$ cat src/hw/rtl/bha_pkg.sv
package bha_pkg;

  localparam int MIN_ORDER_DEF = 5;
  localparam int MAX_ORDER_DEF = 12;
  localparam int ORD_W = 5;
  localparam int SIZE_W = 16;
  localparam int ADDR_W = 32;
  localparam int STATUS_W = 2;

  typedef enum logic [STATUS_W-1:0] {
    STATUS_OK        = 2'd0,
    STATUS_INVALID   = 2'd1,
    STATUS_NO_SPACE  = 2'd2,
    STATUS_NOT_FOUND = 2'd3
  } status_t;

  typedef enum logic [3:0] {
    ST_IDLE,
    ST_WANT,
    ST_A_RD,
    ST_A_CHK,
    ST_A_UP,
    ST_A_SPLIT,
    ST_A_MARK,
    ST_F_RD,
    ST_F_CHK,
    ST_CO_RD,
    ST_CO_CHK,
    ST_OUT
  } state_t;

  typedef struct packed {
    logic split;
    logic alloc;
  } node_t;

  typedef struct packed {
    logic node_we;
    logic size_we;
    logic clr_en;
  } store_ctl_t;

endpackage

$ cat src/hw/rtl/bha_node_store.sv
module bha_node_store import bha_pkg::*; #(
  parameter int MIN_ORDER = MIN_ORDER_DEF,
  parameter int MAX_ORDER = MAX_ORDER_DEF
) (
  input  logic                                clk,
  input  logic                                rst,
  input  logic [MAX_ORDER-MIN_ORDER:0]        rd_addr,
  output node_t                               rd_node,
  output logic [SIZE_W-1:0]                   rd_size,
  input  store_ctl_t                          ctl,
  input  logic [MAX_ORDER-MIN_ORDER:0]        wr_addr,
  input  node_t                               wr_node,
  input  logic [SIZE_W-1:0]                   wr_size,
  input  logic [MAX_ORDER-MIN_ORDER:0]        clr_addr
);

  localparam int LEVELS = MAX_ORDER - MIN_ORDER + 1;
  localparam int NODE_COUNT = (1 << LEVELS) - 1;
  localparam int IDX_W = LEVELS;

  node_t             node_mem [NODE_COUNT];
  logic [SIZE_W-1:0] size_mem [NODE_COUNT];
  logic [NODE_COUNT-1:0] valid;
  logic [IDX_W-1:0]  clr_addr_hi;

  assign clr_addr_hi = clr_addr + IDX_W'(1);

  always_ff @(posedge clk) begin
    if (rst) begin
      valid <= '0;
    end else begin
      if (ctl.clr_en) begin
        valid[clr_addr]    <= 1'b0;
        valid[clr_addr_hi] <= 1'b0;
      end
      if (ctl.node_we) begin
        valid[wr_addr] <= 1'b1;
      end
    end
  end

  always_ff @(posedge clk) begin
    if (ctl.node_we) begin
      node_mem[wr_addr] <= wr_node;
    end
    if (ctl.size_we) begin
      size_mem[wr_addr] <= wr_size;
    end
  end

  // invalid entries read as a free leaf
  always_ff @(posedge clk) begin
    rd_node <= valid[rd_addr] ? node_mem[rd_addr] : '0;
    rd_size <= size_mem[rd_addr];
  end

endmodule

$ cat config.mk
export PLATFORM = sky130hd
export DESIGN_NAME = bha_node_store
export DESIGN_NICKNAME = d
export VERILOG_FILES = /design/src/hw/rtl/bha_pkg.sv /design/src/hw/rtl/bha_node_store.sv
export SDC_FILE = /design/constraint.sdc
export NUM_CORES = 2
export LEC_CHECK = 0
export BUFFER_PORTS_ARGS = -buffer_cell sky130_fd_sc_hd__buf_2
export CAP_MARGIN = 20
export CORE_UTILIZATION = 45
export DETAILED_ROUTE_END_ITERATION = 6
export SETUP_SLACK_MARGIN = 0.2
export SLEW_MARGIN = 30
export SYNTH_ARGS = -nofsm -noshare
export SYNTH_HDL_FRONTEND = slang
export SYNTH_MEMORY_MAX_BITS = 65536
export SYNTH_SLANG_ARGS = --single-unit
$ cat constraint.sdc
create_clock -name clk -period 6 [get_ports clk]
set_input_delay 0.3 -clock clk [delete_from_list [all_inputs] [get_ports clk]]
set_output_delay 0.3 -clock clk [all_outputs]
set_load 0.02 [all_outputs]
==> impl_metrics.tcl <==
set metrics [dict create \
    path_class "input pin to flop" \
    async_reset_ff_frac 0 \
    synth_flop_cell "edfxtp_1" \
    mappedNetlistArea_um2 189000 \
    post-route-min-period_ns 4.67 \
    cts_num_sinks 4863 \
    cellPowerDensity_nw_per_um2 328 \
    end_kind "flop" \
    cts_resized 0 \
    clock_latency_ns 1.04 \
    gr-total-overflow 0 \
    ios 65 \
    start_util 0.453 \
    yosysUniqueCellTypes 48 \
    fin_util 0.514 \
    placed_area_um2 199000 \
    synth_compound_area_frac 0.0232 \
    via_per_inst 6.16 \
    totalWireLength_um 513000 \
    path_clk_slew_ns 0.07 \
    p_leak_nw 68.0 \
    root_buffer "clkbuf_16" \
    fin_nets 9497 \
    ys_warn_count 0 \
    antenna_found_initial 49 \
    synth_top_family_by_area "multiplexers" \
    fp.dieH_um 651 \
    routed-via-count 94807 \
    dp_hpwl_um 309000 \
    netlist_instances 8931 \
    violations "DRC" \
    rows 237 \
    fin_crit_sh 0.779 \
    peakVddDrop_uv 275 \
    cap_violations 0 \
    synth_fa_ha_area_frac 0 \
    synth_edf_count 4590 \
    ys_ff_latch 4863 \
    slew_violations 0 \
    hold_path_class "input pin to flop" \
    track_usage 0.239 \
    grt_pass1_vias 94744 \
    drive_gt1_frac 0.284 \
    syn_to_final_growth_pct 13.5 \
    route.detailed.drc 1 \
    htree_levels 5 \
    fin_worst_skew_ns 0.0797 \
    grt_pass1_wl_um 722000 \
    worstHoldPathCells 4 \
    critPathMaxFanout 16 \
    worst_pin_slew_ns 1.15 \
    synth-xor-area-share 0.0000463 \
    synth_area_per_cell_um2 21.2 \
    numCtsBuffers 476 \
    cts_buffer_depth 4 \
    status "complete, but fails checks" \
    finalSetupViolations 0 \
    core_um2 418000 \
    synthSimpleGateAreaFrac 0.0209 \
    cts_tree "yes" \
    yosysSeqAreaShare 0.757 \
    finalHoldViolations 0 \
    fin_area_um2 215000 \
    routedWlPerCell_um 33.4 \
    grt_max_degree 188 \
    port_buffers 64 \
    drt_first_iter_violations 12596 \
    relSlewSlack 0.234 \
    crit_arrival_ns 5.57 \
    drt_pass1_iterations 7 \
    cp.required_ns 6.90 \
    syn_nets 8978 \
    rsz0062_at_grt "no" \
    die_area_um2 423000 \
    die_w_um 651 \
    gp_congestion 0.907 \
    max_freq_mhz 214 \
    setup_tns_ns 0 \
    worst-r2r-cell-count 5 \
    final_cell_mix "edfxtp_1 (4590), mux4_2 (1454), clkbuf_16 (486)" \
    cp-start-kind "input pin" \
    final_common_cell "edfxtp_1" \
    muxShareOfSynthArea 0.183 \
    postRouteAntennaNets 0 \
]
==> worst max-delay path: stages <==
cell and delay, ns:
dlygate4sd3_1 0.63, buf_2 0.29, nand4_1 0.81, xnor2_1 1.07, nand4b_1 0.72, o32ai_1 0.29, dlygate4sd3_1 0.59, nand2_1 0.05
dlygate4sd3_1 0.60, a21oi_1 0.15, nor2_1 0.05
==> metal layers <==
layer	vias up	wire [µm]	GRT usage
met2	4603	245000	0.380
li1	38236	-	-
met4	20	20300	0.0843
met5	-	129	0
met3	887	41800	0.0414
met1	51061	206000	0.336
==> per-stage QoR <==
step	std cells	setup WS (ns)	hold WS (ns)	power, mW
floorplan	8931	3.31	0.399	39.8
global placement	14415	1.24	0.458	41.5
detailed placement	14426	1.30	0.466	41.6
CTS	15351	1.71	0.0415	70.9
global route	15377	1.27	0.0981	72.2
finish	15385	1.33	0.133	70.5
==> where the power goes <==
group	internal (mW)	leakage, nW	switching (mW)
sequential	37.2	43.5	0.0748
combinational	1.30	17.0	2.33
clock	16.8	7.51	12.8
==> final timing paths <==
path	slack (ns)	from	end
worst min register to register	0.48	valid[110]	valid[110]
worst min-delay path	0.13	rd_addr[7]	rd_node[1]
worst max-delay path	1.33	clr_addr[1]	valid[220]
worst max register to register	2.89	size_mem[111][3]	rd_size[3]
==> area by class of cell <==
type | instances | area, µm²
tap | 5497 | 6880
clock inverter | 258 | 2430
fill | 32408 | 203000
multi-input combinational | 3368 | 43400
clock buffer | 632 | 13000
sequential | 4863 | 143000
timing repair buffer | 584 | 5290
antenna | 26 | 65.1
inverter | 157 | 604
==> synth_stat cells (all sizes together) (23+ instances only) <==
master  number  area, µm²
o22ai      112        701
edfxtp    4590     138000
nand2      367       1380
dfxtp      273       5470
nor3        23        115
mux4      1454      32700
o21ai      217       1090
nand3       29        145
inv        157        589
clkbuf     287       1080
a21oi      259       1300
mux2i      182       1820
buf        256       1410
a221oi      48        420
nor2       494       1850
==> state kept, by name, indices dropped and copies added, names as in the netlist <==
signal and count:
valid 255, rd_size 16, rd_node 2, node_mem 510, size_mem 4080
==> cell families after synthesis <==
group | after synthesis
AND/OR/NAND/NOR | 987
multiplexers | 1638
XOR/XNOR | 1
AO/OA/AOI/OAI | 742
flip-flops | 4863
buffers and inverters | 700
==> what timing repair did <==
item,4_1_cts,5_1_grt
hold endpoints to repair,1854,0
buffers inserted,0,0
hold buffers,35,0
No activity file was read; power rests on OpenSTA's default activity.
